### src/sv/bdil_pkg.sv
`timescale 1ns / 1ps
// ----------------------------------------------------------------------------
// bdil_pkg
// Shared constants, register indexes and types of the 3x3 binary dilation.
// ----------------------------------------------------------------------------
package bdil_pkg;

	localparam int FRAME_HEIGHT = 16;
	localparam int FRAME_WIDTH  = 16;

	localparam int ROW_W = $clog2(FRAME_HEIGHT);
	localparam int COL_W = $clog2(FRAME_WIDTH);

	localparam int PIX_W     = 8;
	localparam int POS_W     = 4;
	localparam int CFG_W     = 8;
	localparam int CFG_IDX_W = 1;

	localparam int SLOTS   = 4;
	localparam int SLOT_W  = $clog2(SLOTS);
	localparam int COUNT_W = $clog2(SLOTS + 1);

	localparam logic [CFG_IDX_W-1:0] REG_SEED_LEVEL = CFG_IDX_W'(0);
	localparam logic [CFG_IDX_W-1:0] REG_FILL_VALUE = CFG_IDX_W'(1);

	localparam logic [PIX_W-1:0] SEED_LEVEL_RST = 8'hFF;
	localparam logic [PIX_W-1:0] FILL_VALUE_RST = 8'hFF;

	localparam logic [ROW_W-1:0] ROW_LAST = ROW_W'(FRAME_HEIGHT - 1);
	localparam logic [COL_W-1:0] COL_LAST = COL_W'(FRAME_WIDTH - 1);

	typedef struct packed {
		logic             en;
		logic [COL_W-1:0] addr;
	} lb_rd_t;

	typedef struct packed {
		logic             en;
		logic [COL_W-1:0] addr;
		logic             seed;
		logic             first_row;
	} lb_wr_t;

	typedef struct packed {
		logic three_rows;
		logic two_rows;
	} lb_col_t;

	typedef struct packed {
		logic             hit;
		logic [ROW_W-1:0] row;
		logic [COL_W-1:0] col;
		logic             last;
	} res_slot_t;

endpackage

### src/sv/bdil_if.sv
`timescale 1ns / 1ps
// ----------------------------------------------------------------------------
// bdil_pix_if / bdil_res_if
// Valid/ready channels for the input pixels and the dilated result pixels.
// ----------------------------------------------------------------------------
interface bdil_pix_if;
	logic                     valid;
	logic                     ready;
	logic [bdil_pkg::PIX_W-1:0] pixel;

	modport source (output valid, output pixel, input ready);
	modport sink   (input valid, input pixel, output ready);
endinterface

interface bdil_res_if;
	logic                       valid;
	logic                       ready;
	logic [bdil_pkg::PIX_W-1:0] out_pixel;
	logic [bdil_pkg::POS_W-1:0] out_row;
	logic [bdil_pkg::POS_W-1:0] out_col;
	logic                       frame_last;

	modport source (output valid, output out_pixel, output out_row, output out_col,
		output frame_last, input ready);
	modport sink   (input valid, input out_pixel, input out_row, input out_col,
		input frame_last, output ready);
endinterface

### src/sv/bdil_line_buf.sv
`timescale 1ns / 1ps
// ----------------------------------------------------------------------------
// bdil_line_buf
// Line memory holding the seed bits of the two previous rows per column.
// Read-modify-write: the entry read for a column is shifted by one row and
// written back with the current seed bit; column ORs feed the window.
// ----------------------------------------------------------------------------
module bdil_line_buf (
	input  logic              clk,
	input  bdil_pkg::lb_rd_t  rd,
	input  bdil_pkg::lb_wr_t  wr,
	output bdil_pkg::lb_col_t col
);

	// bit 0: row above, bit 1: two rows above
	logic [1:0] line_mem [bdil_pkg::FRAME_WIDTH];
	logic [1:0] rd_data_s1;
	logic       up1;
	logic       up2;

	always_ff @(posedge clk) begin
		if (rd.en) begin
			rd_data_s1 <= line_mem[rd.addr];
		end
	end

	always_ff @(posedge clk) begin
		if (wr.en) begin
			line_mem[wr.addr] <= {up1, wr.seed};
		end
	end

	// drop stale rows at the top of the frame
	assign up1 = rd_data_s1[0] & ~wr.first_row;
	assign up2 = rd_data_s1[1] & ~wr.first_row;

	assign col.three_rows = wr.seed | up1 | up2;
	assign col.two_rows   = wr.seed | up1;

endmodule

### src/sv/binary_dilation_3x3.sv
`timescale 1ns / 1ps
// ----------------------------------------------------------------------------
// binary_dilation_3x3
// Streaming 3x3 binary dilation over a fixed raster-order frame.
// ----------------------------------------------------------------------------
// Takes one pixel per cycle unless the result register holds it back. A
// frame of H x W pixels yields (H-1)*(W-1) + (H-1) + (W-1) + 1 results.
// The input stalls only while the result register drains the extra
// results of a row's last column (two results), of the last row (two) and
// of the frame's last pixel (four), or while backpressure holds the output.
// A result passes the line memory read stage and then the result register.
// The line memory is read and rewritten once per pixel; no clearing pass is
// needed, the first row of each frame masks it.
// ----------------------------------------------------------------------------
module binary_dilation_3x3 (
	input  logic                           clk,
	input  logic                           arst_n,
	bdil_pix_if.sink                       pixels,
	bdil_res_if.source                     results,
	input  logic                           cfg_we,
	input  logic [bdil_pkg::CFG_IDX_W-1:0] cfg_index,
	input  logic [bdil_pkg::CFG_W-1:0]     cfg_wdata
);

	logic [bdil_pkg::PIX_W-1:0] seed_level_q;
	logic [bdil_pkg::PIX_W-1:0] fill_value_q;

	logic [bdil_pkg::ROW_W-1:0] row_q;
	logic [bdil_pkg::COL_W-1:0] col_q;
	logic                       pix_acc;
	logic                       interior;

	logic                       s1_valid_q;
	logic [bdil_pkg::ROW_W-1:0] row_s1;
	logic [bdil_pkg::COL_W-1:0] col_s1;
	logic                       seed_s1;
	logic                       s1_adv;

	bdil_pkg::lb_rd_t  lb_rd;
	bdil_pkg::lb_wr_t  lb_wr;
	bdil_pkg::lb_col_t lb_col;

	logic wa1_q, wa2_q, wb1_q, wb2_q;
	logic c_ge2, c_last, r_last;
	logic hit_a0, hit_a1, hit_b0, hit_b1;
	logic [bdil_pkg::ROW_W-1:0] row_m1;
	logic [bdil_pkg::COL_W-1:0] col_m1;
	bdil_pkg::res_slot_t        slot_d [bdil_pkg::SLOTS];
	logic [bdil_pkg::COUNT_W-1:0] n_d;

	logic                        s2_valid_q;
	bdil_pkg::res_slot_t         slot_s2 [bdil_pkg::SLOTS];
	logic [bdil_pkg::SLOT_W-1:0] last_idx_s2;
	logic [bdil_pkg::SLOT_W-1:0] k_q;
	logic                        out_acc;
	logic                        s2_free;
	bdil_pkg::res_slot_t         cur;

	// configuration registers
	always_ff @(posedge clk or negedge arst_n) begin
		if (!arst_n) begin
			seed_level_q <= bdil_pkg::SEED_LEVEL_RST;
			fill_value_q <= bdil_pkg::FILL_VALUE_RST;
		end else if (cfg_we) begin
			unique case (cfg_index)
				bdil_pkg::REG_SEED_LEVEL: seed_level_q <= cfg_wdata;
				bdil_pkg::REG_FILL_VALUE: fill_value_q <= cfg_wdata;
			endcase
		end
	end

	// input side: raster position and seed detection
	assign pix_acc      = pixels.valid & pixels.ready;
	assign pixels.ready = ~s1_valid_q | s1_adv;
	assign interior     = (row_q != '0) && (row_q != bdil_pkg::ROW_LAST) &&
	                      (col_q != '0) && (col_q != bdil_pkg::COL_LAST);

	always_ff @(posedge clk or negedge arst_n) begin
		if (!arst_n) begin
			row_q <= '0;
			col_q <= '0;
		end else if (pix_acc) begin
			if (col_q == bdil_pkg::COL_LAST) begin
				col_q <= '0;
				row_q <= (row_q == bdil_pkg::ROW_LAST) ? '0 : row_q + 1'b1;
			end else begin
				col_q <= col_q + 1'b1;
			end
		end
	end

	always_ff @(posedge clk or negedge arst_n) begin
		if (!arst_n) begin
			s1_valid_q <= 1'b0;
		end else if (pixels.ready) begin
			s1_valid_q <= pixels.valid;
		end
	end

	always_ff @(posedge clk) begin
		if (pix_acc) begin
			row_s1  <= row_q;
			col_s1  <= col_q;
			seed_s1 <= interior && (pixels.pixel == seed_level_q);
		end
	end

	// line memory
	assign lb_rd.en        = pix_acc;
	assign lb_rd.addr      = col_q;
	assign lb_wr.en        = s1_adv;
	assign lb_wr.addr      = col_s1;
	assign lb_wr.seed      = seed_s1;
	assign lb_wr.first_row = (row_s1 == '0);

	bdil_line_buf u_line_buf (
		.clk (clk),
		.rd  (lb_rd),
		.wr  (lb_wr),
		.col (lb_col)
	);

	// horizontal window over the column ORs
	always_ff @(posedge clk or negedge arst_n) begin
		if (!arst_n) begin
			wa1_q <= 1'b0;
			wa2_q <= 1'b0;
			wb1_q <= 1'b0;
			wb2_q <= 1'b0;
		end else if (s1_adv) begin
			wa1_q <= lb_col.three_rows;
			wa2_q <= wa1_q;
			wb1_q <= lb_col.two_rows;
			wb2_q <= wb1_q;
		end
	end

	assign c_ge2  = (col_s1 > bdil_pkg::COL_W'(1));
	assign c_last = (col_s1 == bdil_pkg::COL_LAST);
	assign r_last = (row_s1 == bdil_pkg::ROW_LAST);
	assign row_m1 = row_s1 - 1'b1;
	assign col_m1 = col_s1 - 1'b1;

	assign hit_a0 = lb_col.three_rows | wa1_q | (wa2_q & c_ge2);
	assign hit_a1 = lb_col.three_rows | wa1_q;
	assign hit_b0 = lb_col.two_rows | wb1_q | (wb2_q & c_ge2);
	assign hit_b1 = lb_col.two_rows | wb1_q;

	// results of this pixel in emission order
	always_comb begin
		bdil_pkg::res_slot_t a0, a1, b0, b1;
		a0 = '{hit: hit_a0, row: row_m1, col: col_m1, last: 1'b0};
		a1 = '{hit: hit_a1, row: row_m1, col: col_s1, last: 1'b0};
		b0 = '{hit: hit_b0, row: row_s1, col: col_m1, last: 1'b0};
		b1 = '{hit: hit_b1, row: row_s1, col: col_s1, last: 1'b1};
		slot_d[0] = a0;
		slot_d[1] = b0;
		slot_d[2] = b0;
		slot_d[3] = b1;
		n_d       = '0;
		if ((row_s1 != '0) && (col_s1 != '0)) begin
			if (c_last) begin
				slot_d[1] = a1;
				n_d = r_last ? bdil_pkg::COUNT_W'(4) : bdil_pkg::COUNT_W'(2);
			end else begin
				n_d = r_last ? bdil_pkg::COUNT_W'(2) : bdil_pkg::COUNT_W'(1);
			end
		end
	end

	// result register
	assign out_acc = results.valid & results.ready;
	assign s2_free = ~s2_valid_q | (results.ready & (k_q == last_idx_s2));
	assign s1_adv  = s1_valid_q & ((n_d == '0) | s2_free);

	always_ff @(posedge clk or negedge arst_n) begin
		if (!arst_n) begin
			s2_valid_q <= 1'b0;
			k_q        <= '0;
		end else if (s1_adv && (n_d != '0)) begin
			s2_valid_q <= 1'b1;
			k_q        <= '0;
		end else if (out_acc) begin
			if (k_q == last_idx_s2) begin
				s2_valid_q <= 1'b0;
			end else begin
				k_q <= k_q + 1'b1;
			end
		end
	end

	always_ff @(posedge clk) begin
		if (s1_adv && (n_d != '0)) begin
			slot_s2     <= slot_d;
			last_idx_s2 <= bdil_pkg::SLOT_W'(n_d - 1'b1);
		end
	end

	assign cur                = slot_s2[k_q];
	assign results.valid      = s2_valid_q;
	assign results.out_pixel  = cur.hit ? fill_value_q : '0;
	assign results.out_row    = bdil_pkg::POS_W'(cur.row);
	assign results.out_col    = bdil_pkg::POS_W'(cur.col);
	assign results.frame_last = cur.last;

endmodule

### src/flat_wrapper.sv
// flat-port wrapper written by rule: the top's interface ports become plain ports
module binary_dilation_3x3_flat 
  (clk, arst_n, cfg_we, cfg_index, cfg_wdata, pixels_valid, pixels_pixel, pixels_ready, results_valid, results_out_pixel, results_out_row, results_out_col, results_frame_last, results_ready);
  bdil_pix_if pixels_i ();
  bdil_res_if results_i ();
  input  logic clk;
  input  logic arst_n;
  input  logic cfg_we;
  input  logic [bdil_pkg::CFG_IDX_W-1:0] cfg_index;
  input  logic [bdil_pkg::CFG_W-1:0] cfg_wdata;
  input wire logic [$bits(pixels_i.valid)-1:0] pixels_valid;
  input wire logic [$bits(pixels_i.pixel)-1:0] pixels_pixel;
  output wire logic [$bits(pixels_i.ready)-1:0] pixels_ready;
  output wire logic [$bits(results_i.valid)-1:0] results_valid;
  output wire logic [$bits(results_i.out_pixel)-1:0] results_out_pixel;
  output wire logic [$bits(results_i.out_row)-1:0] results_out_row;
  output wire logic [$bits(results_i.out_col)-1:0] results_out_col;
  output wire logic [$bits(results_i.frame_last)-1:0] results_frame_last;
  input wire logic [$bits(results_i.ready)-1:0] results_ready;
  assign pixels_i.valid = pixels_valid;
  assign pixels_i.pixel = pixels_pixel;
  assign pixels_ready = pixels_i.ready;
  assign results_valid = results_i.valid;
  assign results_out_pixel = results_i.out_pixel;
  assign results_out_row = results_i.out_row;
  assign results_out_col = results_i.out_col;
  assign results_frame_last = results_i.frame_last;
  assign results_i.ready = results_ready;
  binary_dilation_3x3 u_core (.clk(clk), .arst_n(arst_n), .pixels(pixels_i), .results(results_i), .cfg_we(cfg_we), .cfg_index(cfg_index), .cfg_wdata(cfg_wdata));
endmodule
### config.mk
export PLATFORM = sky130hd
export DESIGN_NAME = binary_dilation_3x3_flat
export DESIGN_NICKNAME = d
export VERILOG_FILES = /design/src/sv/bdil_pkg.sv /design/src/sv/bdil_if.sv /design/src/sv/bdil_line_buf.sv /design/src/sv/binary_dilation_3x3.sv /design/src/flat_wrapper.sv
export SDC_FILE = /design/constraint.sdc
export NUM_CORES = 1
export LEC_CHECK = 0
export BUFFER_PORTS_ARGS = -buffer_cell sky130_fd_sc_hd__buf_2
export CAP_MARGIN = 20
export CORE_MARGIN = 4
export CORE_UTILIZATION = 45
export CTS_BUF_LIST = sky130_fd_sc_hd__clkbuf_8
export DETAILED_ROUTE_END_ITERATION = 6
export SETUP_SLACK_MARGIN = 0.05
export SLEW_MARGIN = 30
export SYNTH_ARGS = -nofsm -noshare
export SYNTH_HDL_FRONTEND = slang
export SYNTH_SLANG_ARGS = --single-unit
export TNS_END_PERCENT = 100
### constraint.sdc
create_clock -name clk -period 4.2 [get_ports clk]
set_input_delay 0.42 -clock clk [delete_from_list [all_inputs] [get_ports clk]]
set_output_delay 0.42 -clock clk [all_outputs]
set_load 0.02 [all_outputs]
# Word level (Yosys, flattened, before mapping)
# Memories as Yosys holds them, arrays and structs flattened. A register that Yosys moved wholly into a read port is not among the register bits.
# Cells that the tools add are included.
[op_classes]
n_addsub = 6
order_cmp = 2
eq_ne = 9
n_mux = 20
bitwise_logic = 22
n_reduce_logical = 20
[ops]
columns = ["operator", "n"]
rows = [
  ["2-to-1 mux 10 bit", 4],
  ["binary-select mux 10 bit (select 2 bit)", 1],
  ["equality test 4 bit, second input constant", 4],
  ["nonzero test 4 bit", 4],
  ["AND reduction 2 bit", 5],
  ["2-to-1 mux 3 bit", 3],
  ["OR 1 bit", 9],
  ["adder 4 x 1 -> 4 bit, second input constant", 2],
  ["AND 1 bit", 8],
  ["equality test 8 bit", 1],
  ["2-to-1 mux 2 bit", 4],
  ["2-to-1 mux 4 bit", 2],
  ["2-to-1 mux 8 bit", 1],
  ["!= test 4 bit, second input constant", 2],
  ["subtractor 4 x 1 -> 4 bit, second input constant", 2],
  ["logical AND 1 bit", 6],
  ["2-to-1 mux 1 bit", 5],
  ["greater-than comparator 4 x 1 -> 1 bit, second input constant", 1],
  ["zero test 4 bit", 1],
  ["inverter 1 bit", 4],
  ["nonzero test 2 bit", 2],
  [">= comparator 3 bit, second input constant", 1],
  ["zero test 3 bit", 1],
  ["inverter 2 -> 3 bit", 1],
  ["5 further kinds", 5],
]
[totals]
register_bits = 72
ramBits = 32
out_inout_bits = 19
mem_count = 1
[mem_list]
columns = ["memory", "words", "width", "read_ports", "rd_clocked_by_memory_dff", "write_ports", "line_no", "rtl"]
rows = [
  ["u_core.u_line_buf.line_mem", 16, 2, 1, 1, 1, "bdil_line_buf.sv:16", "logic [1:0] line_mem [bdil_pkg::FRAME_WIDTH];"],
]

# Logic depth before layout (Yosys ltp)
# Gate-level depths: netlist of the first run.
[depth]
depth_word = 10
mapped_depth = 10

# Modules after synthesis
# Synthesis of the first run repeated with hierarchy kept, for this count alone.
[unflattened]
cells_unflattened = 333
area_unflattened_um2 = 4825.9
[by_module_without_submodules]
columns = ["mod", "n_inst", "cells_per_inst", "area_per_inst_um2"]
rows = [
  ["binary_dilation_3x3", 1, 251, 3402.0],
  ["bdil_line_buf", 1, 82, 1423.9],
]

# Worst setup path before layout of the first run
# No wires, ideal clock.
[synth_path]
kind = "register -> register"
start = "register u_core.row_s1[0] (netlist name)"
end = "register u_core.last_idx_s2[0] (netlist name) (enable)"
setup_time_ps = 418
t_arrival_ps = 2883
t_required_ps = 3782
path_slack_ps = 899
path_stages_with_launch = 9
n_path_buf = 0
cell_sequence = "edfxtp_1 -> inv_1 -> ha_1 -> nor3b_2 -> a21oi_1 -> nand3_1 -> ha_1 -> o22a_1 -> nor2_1"
[synth_via]
elab_chain_cells = 8
[synth_rtl]
columns = ["element", "line_no", "rtl"]
rows = [
  ["from (decl)", "binary_dilation_3x3.sv:34", "logic [bdil_pkg::ROW_W-1:0] row_s1;"],
  ["from (signal assigned)", "binary_dilation_3x3.sv:102", "row_s1 <= row_q;"],
  ["equality test 4 bit", "binary_dilation_3x3.sv:140", "assign r_last = (row_s1 == bdil_pkg::ROW_LAST);"],
  ["2-to-1 mux 2 bit or 2-to-1 mux 3 bit (tied branches)", "binary_dilation_3x3.sv:166, binary_dilation_3x3.sv:164", ""],
  ["2-to-1 mux 3 bit", "binary_dilation_3x3.sv:162", "if (c_last) begin"],
  ["2-to-1 mux 3 bit (*)", "binary_dilation_3x3.sv:161", "if ((row_s1 != '0) && (col_s1 != '0)) begin"],
  ["zero test 3 bit", "binary_dilation_3x3.sv:174", "assign s1_adv = s1_valid_q & ((n_d == '0) | s2_free);"],
  ["OR 1 bit", "binary_dilation_3x3.sv:174", ""],
  ["AND 1 bit", "binary_dilation_3x3.sv:174", ""],
  ["logical AND 1 bit (*)", "binary_dilation_3x3.sv:193", "if (s1_adv && (n_d != '0)) begin"],
  ["to (signal assigned)", "binary_dilation_3x3.sv:195", "last_idx_s2 <= bdil_pkg::SLOT_W'(n_d - 1'b1);"],
  ["to (decl)", "binary_dilation_3x3.sv:53", "logic [bdil_pkg::SLOT_W-1:0] last_idx_s2;"],
]
# Mark *: on every way between the ends. The rest lies on a longest branch, timed or not.
# A chain may end at the register's enable or synchronous reset.

# Worst setup path after layout of the first run
[layout_path]
start = "register u_core.row_s1[0] (netlist name)"
end = "output port pixels_ready"
[layout_via]
elab_chain_cells = 8
[layout_rtl]
columns = ["element", "line_no", "rtl"]
rows = [
  ["equality test 4 bit", "binary_dilation_3x3.sv:140", ""],
  ["2-to-1 mux 2 bit or 2-to-1 mux 3 bit (tied branches)", "binary_dilation_3x3.sv:166, binary_dilation_3x3.sv:164", ""],
  ["2-to-1 mux 3 bit", "binary_dilation_3x3.sv:162", ""],
  ["2-to-1 mux 3 bit (*)", "binary_dilation_3x3.sv:161", ""],
  ["zero test 3 bit (*)", "binary_dilation_3x3.sv:174", ""],
  ["OR 1 bit (*)", "binary_dilation_3x3.sv:174", ""],
  ["AND 1 bit (*)", "binary_dilation_3x3.sv:174", ""],
  ["OR 1 bit (*)", "binary_dilation_3x3.sv:74", "assign pixels.ready = ~s1_valid_q | s1_adv;"],
  ["to (decl)", "flat_wrapper.sv:13", "output wire logic [$bits(pixels_i.ready)-1:0] pixels_ready;"],
]
# Marked as above.

==> impl_metrics.yaml, run 1 <==
route:
  final_antenna_net_count: 0
  routedWlPerCell_um: 16.4
  dr.pass1.iters: 4
  top_layer_used: "met4"
  drtIter0Drc: 187
  wl_met3_um: 259
  vias: 2629
  drt-met1-wl_um: 4010
  remaining_drc_errors: 0
  wl_met2_um: 3950
  finalWirelength_um: 8340
  via_per_inst: 5.18
timing:
  finalSetupViolCount: 0
  rsz0062_at_grt: "no"
  setup_tns_ns: 0
  hold_violations: 0
  fin_crit_ns: 2.93
  final.period_utilization_pct: 69.7
  worstMarginPinSlew_ns: 0.740
  timing.fmax_mhz: 341
  maxSlewViolCount: 0
  fin_skew_ns: 0.0132
  slew-limit-headroom_pct: 50.7
finish:
  fill_cells: 877
  layout-drive-gt1-share_pct: 30.1
  fin_nets: 402
  stdcell_count: 508
  n_antenna_cell: 0
  area_delta_synth_final_pct: 11.1
  seqCellArea_um2: 2980
  multi_input_area_um2: 1680
clocking:
  cts_hold_buf: 0
  root_buffer: "clkbuf_8"
  cts_buffers: 9
  cts_resized: 0
  clk_pin_slew_ns: 0.11
  ctsLongestPathBuffers: 2
  postCtsSetupRepairBufs: 0
  cts-htree-levels: 3
  clk-insertion-delay-late_ns: 0.37
  cts_tree: "done"
  numClockSinks: 104
worst_setup_path:
  required_ns: 3.78
  crit_arrival_ns: 2.51
  endpoint_kind: "output pin"
  crit_path_start_kind: "flip-flop"
  worstSetupPathType: "reg2out"
  crit_fanout: 6
yosys:
  yosys-top-cells-count: "edfxtp_1, nand2_1, mux2_2"
  yosysTopAreaCell: "edfxtp_1"
  synth.top_cell.area_share_pct: 45.2
  synth.avg_cell_area_um2: 14.7
  yosysWarnings: 0
  synthAdderAreaFrac_pct: 3.40
  synthMuxAreaShare_pct: 13.4
  syn_area_um2: 4780
  synth_top_family_by_area: "multiplexers"
  ys.flop_type: "edfxtp_1"
  yosys.area_share.simple_pct: 8.39
  syn_inst: 326
  synth_nets: 361
  synthArstFlopShare_pct: 30.8
  seq_area_frac_synth_pct: 62.3
  ys_ff_latch: 104
  synth-compound-area-share_pct: 5.23
  synth_xor_area_share_pct: 4.52
  ys_types: 48
  synthTopCellsByArea: "edfxtp_1, dfstp_2, dfrtp_1, mux2_2, ha_1"
  synth_edf_count: 72
  yosysMostFrequentCell: "edfxtp_1"
pwr:
  max-vdd-ir-drop_mv: 0.305
  leakage_nw: 2.06
  powerDensity_nw_per_um2: 715
placement:
  portBuffers: 40
  place_inst: 492
  gp_congestion: 0.741
  hpwl_um: 5760
floorplanning:
  initial_utilization_pct: 46.3
  die_x_um: 111
  die_h_um: 111
  boundaryPins: 41
  die_area_um2: 12300
  core_um2: 10300
  rows: 37
grt:
  grtUsageTotal_pct: 14.0
  grt_pass1_wl_um: 13700
  grt_pass1_vias: 2681
  grt_max_degree: 33
  antenna_found_initial: 0
  overflow: 0
run:
  max_cap_violations: 0
worst_hold_path:
  worstHoldPathType: "in2async"
run_status:
  outcome: "finished clean"
==> cell type report <==
type                       count  area share [%]
sequential                   104            56.1
clock buffer                   9            2.33
inverter                      17            1.20
timing repair buffer          42            4.05
clock inverter                 7            1.48
multi-input combinational    193            31.6
tap                          136            3.20
==> metal layers <==
layer / global-route usage, % / vias up
li1: - / 1282
met1: 19.1 / 1293
met2: 22.4 / 45
met3: 2.84 / 9
met4: 5.35 / 0
met5: 0 / -
==> power breakdown <==
group	internal [mW]	switching, mW
clock network	0.282	0.356
registers	1.53	0.279
logic	0.588	0.770
total	2.40	1.40
==> path summary, 6_finish.rpt <==
kind / to / from / cells past startpoint / slack, ns
worst max-delay path: pixels_ready / u_core.row_s1[0] / 9 / 1.27
worst min-delay path: u_core.k_q[1] / arst_n / 1 / 0.09
worst max register to register: u_core.u_line_buf.line_mem[15][1] / u_core.row_s1[0] / 10 / 1.50
worst min register to register: u_core.wb2_q / u_core.wb2_q / 1 / 0.53
max in group asynchronous: u_core.col_q[0] / arst_n / 1 / 3.62
min in group clk: u_core.seed_level_q[5] / cfg_wdata[5] / 2 / 0.29
==> logic make-up (layout without fill, tap and decap cells) <==
family | Yosys count | count (layout)
and+or+nand+nor | 77 | 77
DFF | 104 | 104
xor gates and xnor gates | 23 | 23
muxes | 44 | 44
AOI/OAI and AO/OA | 36 | 36
buffers and inverters | 29 | 75
adders and majority gates | 13 | 13
==> sequential cells by signal, summed over array words and instances, names as in the netlist <==
signal	cells
u_core.seed_level_q	8
u_core.s1_valid_q	1
u_core.wb2_q	1
u_core.col_q	4
u_core.row_q	4
u_core.col_s1	4
u_core.k_q	2
u_core.row_s1	4
u_core.results.valid	1
u_core.wb1_q	1
u_core.u_line_buf.rd_data_s1	2
u_core.slot_s2	27
u_core.u_line_buf.line_mem	32
u_core.last_idx_s2	2
u_core.wa1_q	1
u_core.seed_s1	1
u_core.wa2_q	1
u_core.fill_value_q	8
==> critical path, stage by stage, from the launching register on <==
cell and delay [ns]:
edfxtp_1 0.41, inv_1 0.09, ha_1 0.25, nor3b_2 0.21
a21oi_1 0.19, nand3_1 0.13, ha_1 0.26, o22ai_2 0.31
nand2_1 0.12, buf_2 0.18
==> cell usage in the layout (no fill, tap or decap), types with 4 or more instances in the layout <==
cell      synthesis  layout
a21oi_1          11      11
and2_1            9       9
and3_1           16      16
buf_2             3      40
clkbuf_8          0       9
dfrtp_1          16      16
dfstp_2          16      16
edfxtp_1         72      72
ha_1             13      13
inv_1            15      15
mux2_1            4       4
mux2_2           17      17
mux2_4            4       4
mux2i_1           8       8
mux4_1            5       5
mux4_2            6       6
nand2_1          19      19
nor2_1           14      12
nor2b_1           4       4
o21ai_0           6       6
xnor2_1           9       9
xor2_1           12      12
==> per-stage QoR <==
| stage | worst slack (ns) | power, mW | instance area [um^2] | utilization (%) | hold slack (ns) |
|---|---|---|---|---|---|
| final | 1.27 | 3.80 | 5310 | 51.5 | 0.0882 |
| after global routing | 1.07 | 4.05 | 5310 | 51.5 | 0.143 |
| after CTS | 1.25 | 3.84 | 5310 | 51.5 | 0.122 |
| after detailed placement | 1.53 | 3.20 | 5110 | 49.5 | 0.498 |
| after global placement | 1.57 | 3.17 | 5110 | 49.5 | 0.488 |
| after floorplan | 0.899 | 2.80 | 4780 | - | 0.124 |
Power figures use the tool's default switching activity.
==> run 2: changes to the inputs <==
==> constraint.sdc (replaced) <==
create_clock -name clk -period 3 [get_ports clk]
set_input_delay 0.3 -clock clk [delete_from_list [all_inputs] [get_ports clk]]
set_output_delay 0.3 -clock clk [all_outputs]
set_load 0.02 [all_outputs]
==> run 2 against run 1 <==
Effect of this change: the flow now finishes with violations (negative hold slack); final cell count rose by 0.98%; sequential cell count stayed put; register-to-register slack got worse by 1.1 ns.
==> impl_metrics.yaml, run 2 (synthesis gave the netlist of run 1 again) <==
run_status:
  outcome: "complete, but fails checks"
  violations: "negative hold slack"
timing:
  maxSlewViolCount: 0
  fin_crit_ns: 2.79
  slew-limit-headroom_pct: 50.4
  fin_skew_ns: 0.0150
  holdWs_ns: -0.00186
  finalSetupViolCount: 0
  worstMarginPinSlew_ns: 0.742
  setup_tns_ns: 0
  timing.fmax_mhz: 358
  hold_violations: 2
  rsz0062_at_grt: "no"
  fin_ws_ns: 0.208
  final.period_utilization_pct: 93.1
floorplanning:
  initial_utilization_pct: 46.3
  rows: 37
  die_h_um: 111
  boundaryPins: 41
  die_area_um2: 12300
  die_x_um: 111
  core_um2: 10300
pwr:
  seq_power_share_pct: 47.5
  clkPwrFrac_pct: 14.3
  switching_share_pct: 37.0
  powerDensity_nw_per_um2: 987
  combPwrFrac_pct: 38.2
  p_int_mw: 3.31
  switching_power_mw: 1.94
  max-vdd-ir-drop_mv: 0.436
  fin_total_pwr_mw: 5.26
  leakage_nw: 2.08
route:
  finalWirelength_um: 8530
  via_per_inst: 5.20
  remaining_drc_errors: 0
  routedWlPerCell_um: 16.6
  final_antenna_net_count: 0
  drtIter0Drc: 222
  dr.pass1.iters: 4
  vias: 2667
finish:
  reg.largest.list: "u_core.u_line_buf.line_mem: 32 flops, u_core.slot_s2: 27 flops"
  final_common_cell: "edfxtp_1"
  design_area_um2: 5330
  fin_nets: 407
  layout-drive-gt1-share_pct: 30.5
  area_delta_synth_final_pct: 11.3
  mostFrequentLayoutCells: "edfxtp_1, buf_2, nand2_1"
  stdcell_count: 513
  largest_register_ff_count: 32
  n_antenna_cell: 0
  regMostFlops: "u_core.u_line_buf.line_mem"
  post-route-util_pct: 51.6
run:
  max_cap_violations: 0
placement:
  hpwl_um: 5830
  dp_slack_ns: 0.406
  place_inst: 496
  gp_congestion: 0.725
  dpl_cell_area_um2: 5150
  portBuffers: 40
worst_setup_path:
  endpoint_kind: "output pin"
  reg2reg_to: "u_core.u_line_buf.line_mem[15][0]"
  r2r_slack_ns: 0.40
  required_ns: 2.70
  crit_fanout: 6
  crit_path_start_kind: "flip-flop"
  r2r_cells: 10
  crit_arrival_ns: 2.49
  r2r_start: "u_core.row_s1[0]"
  worstSetupPathType: "reg2out"
clocking:
  cts_tree: "done"
  ctsLongestPathBuffers: 2
  cts_buffers: 9
  clk_pin_slew_ns: 0.10
  cts-htree-levels: 3
  root_buffer: "clkbuf_8"
  clk-insertion-delay-late_ns: 0.36
  numClockSinks: 104
grt:
  grt_pass1_vias: 2716
  grt_max_degree: 33
  overflow: 0
  grt_pass1_wl_um: 14100
  grtUsageTotal_pct: 14.4
  antenna_found_initial: 0
worst_hold_path:
  worstHoldPathType: "in2async"
run 2: worst max-delay path by stage:
stage / start / endpoint / depth (start not counted)
after floorplan: u_core.row_s1[0] / u_core.last_idx_s2[0] / 8
after global placement: u_core.row_s1[0] / u_core.u_line_buf.line_mem[15][0] / 10
after detailed placement: u_core.row_s1[0] / u_core.u_line_buf.line_mem[15][0] / 10
after CTS: u_core.col_s1[0] / pixels_ready / 8
after global routing: u_core.col_s1[0] / pixels_ready / 8
final: u_core.col_s1[0] / pixels_ready / 8
run 2: power by group through the flow:
stage,clock (mW),sequential [mW],combinational (mW)
final,0.752,2.50,2.01
after floorplan,0,2.34,1.59
after detailed placement,0,2.54,2.02
after CTS,0.776,2.51,2.03
after global placement,0,2.52,1.99
after global routing,0.851,2.56,2.21
run 2: repair_timing:
item                                    4_1_cts  5_1_grt
hold endpoints to repair                      0        0
endpoints found under the setup margin        0        1
buffers inserted                              0        1
resized for setup                             0        1
hold buffers                                  0        0
run 2: layer usage:
layer  track usage, %  wire [um]  up-vias  part of all wire, %
li1                 -          -     1285                    -
met1             20.4       4090     1323                   48
met2             22.5       4010       50                   47
met3             2.57        336        9                  3.9
met4             4.87         89        0                  1.0
met5                0          0        -                    0
run 2: cell type report:
type / instances / area [um^2]
fill: 900 / 5000
sequential: 104 / 2980
timing repair buffer: 47 / 265
multi-input combinational: 193 / 1680
clock inverter: 7 / 40.0
inverter: 17 / 63.8
clock buffer: 9 / 124
tap: 136 / 170
run 2: critical path: stages (launching register included):
cell      delay [ns]
edfxtp_1        0.46
ha_2            0.28
nand3_1         0.23
xor2_1          0.24
nand2_1         0.08
ha_1            0.22
o22ai_2         0.31
nand2_1         0.13
buf_2           0.18
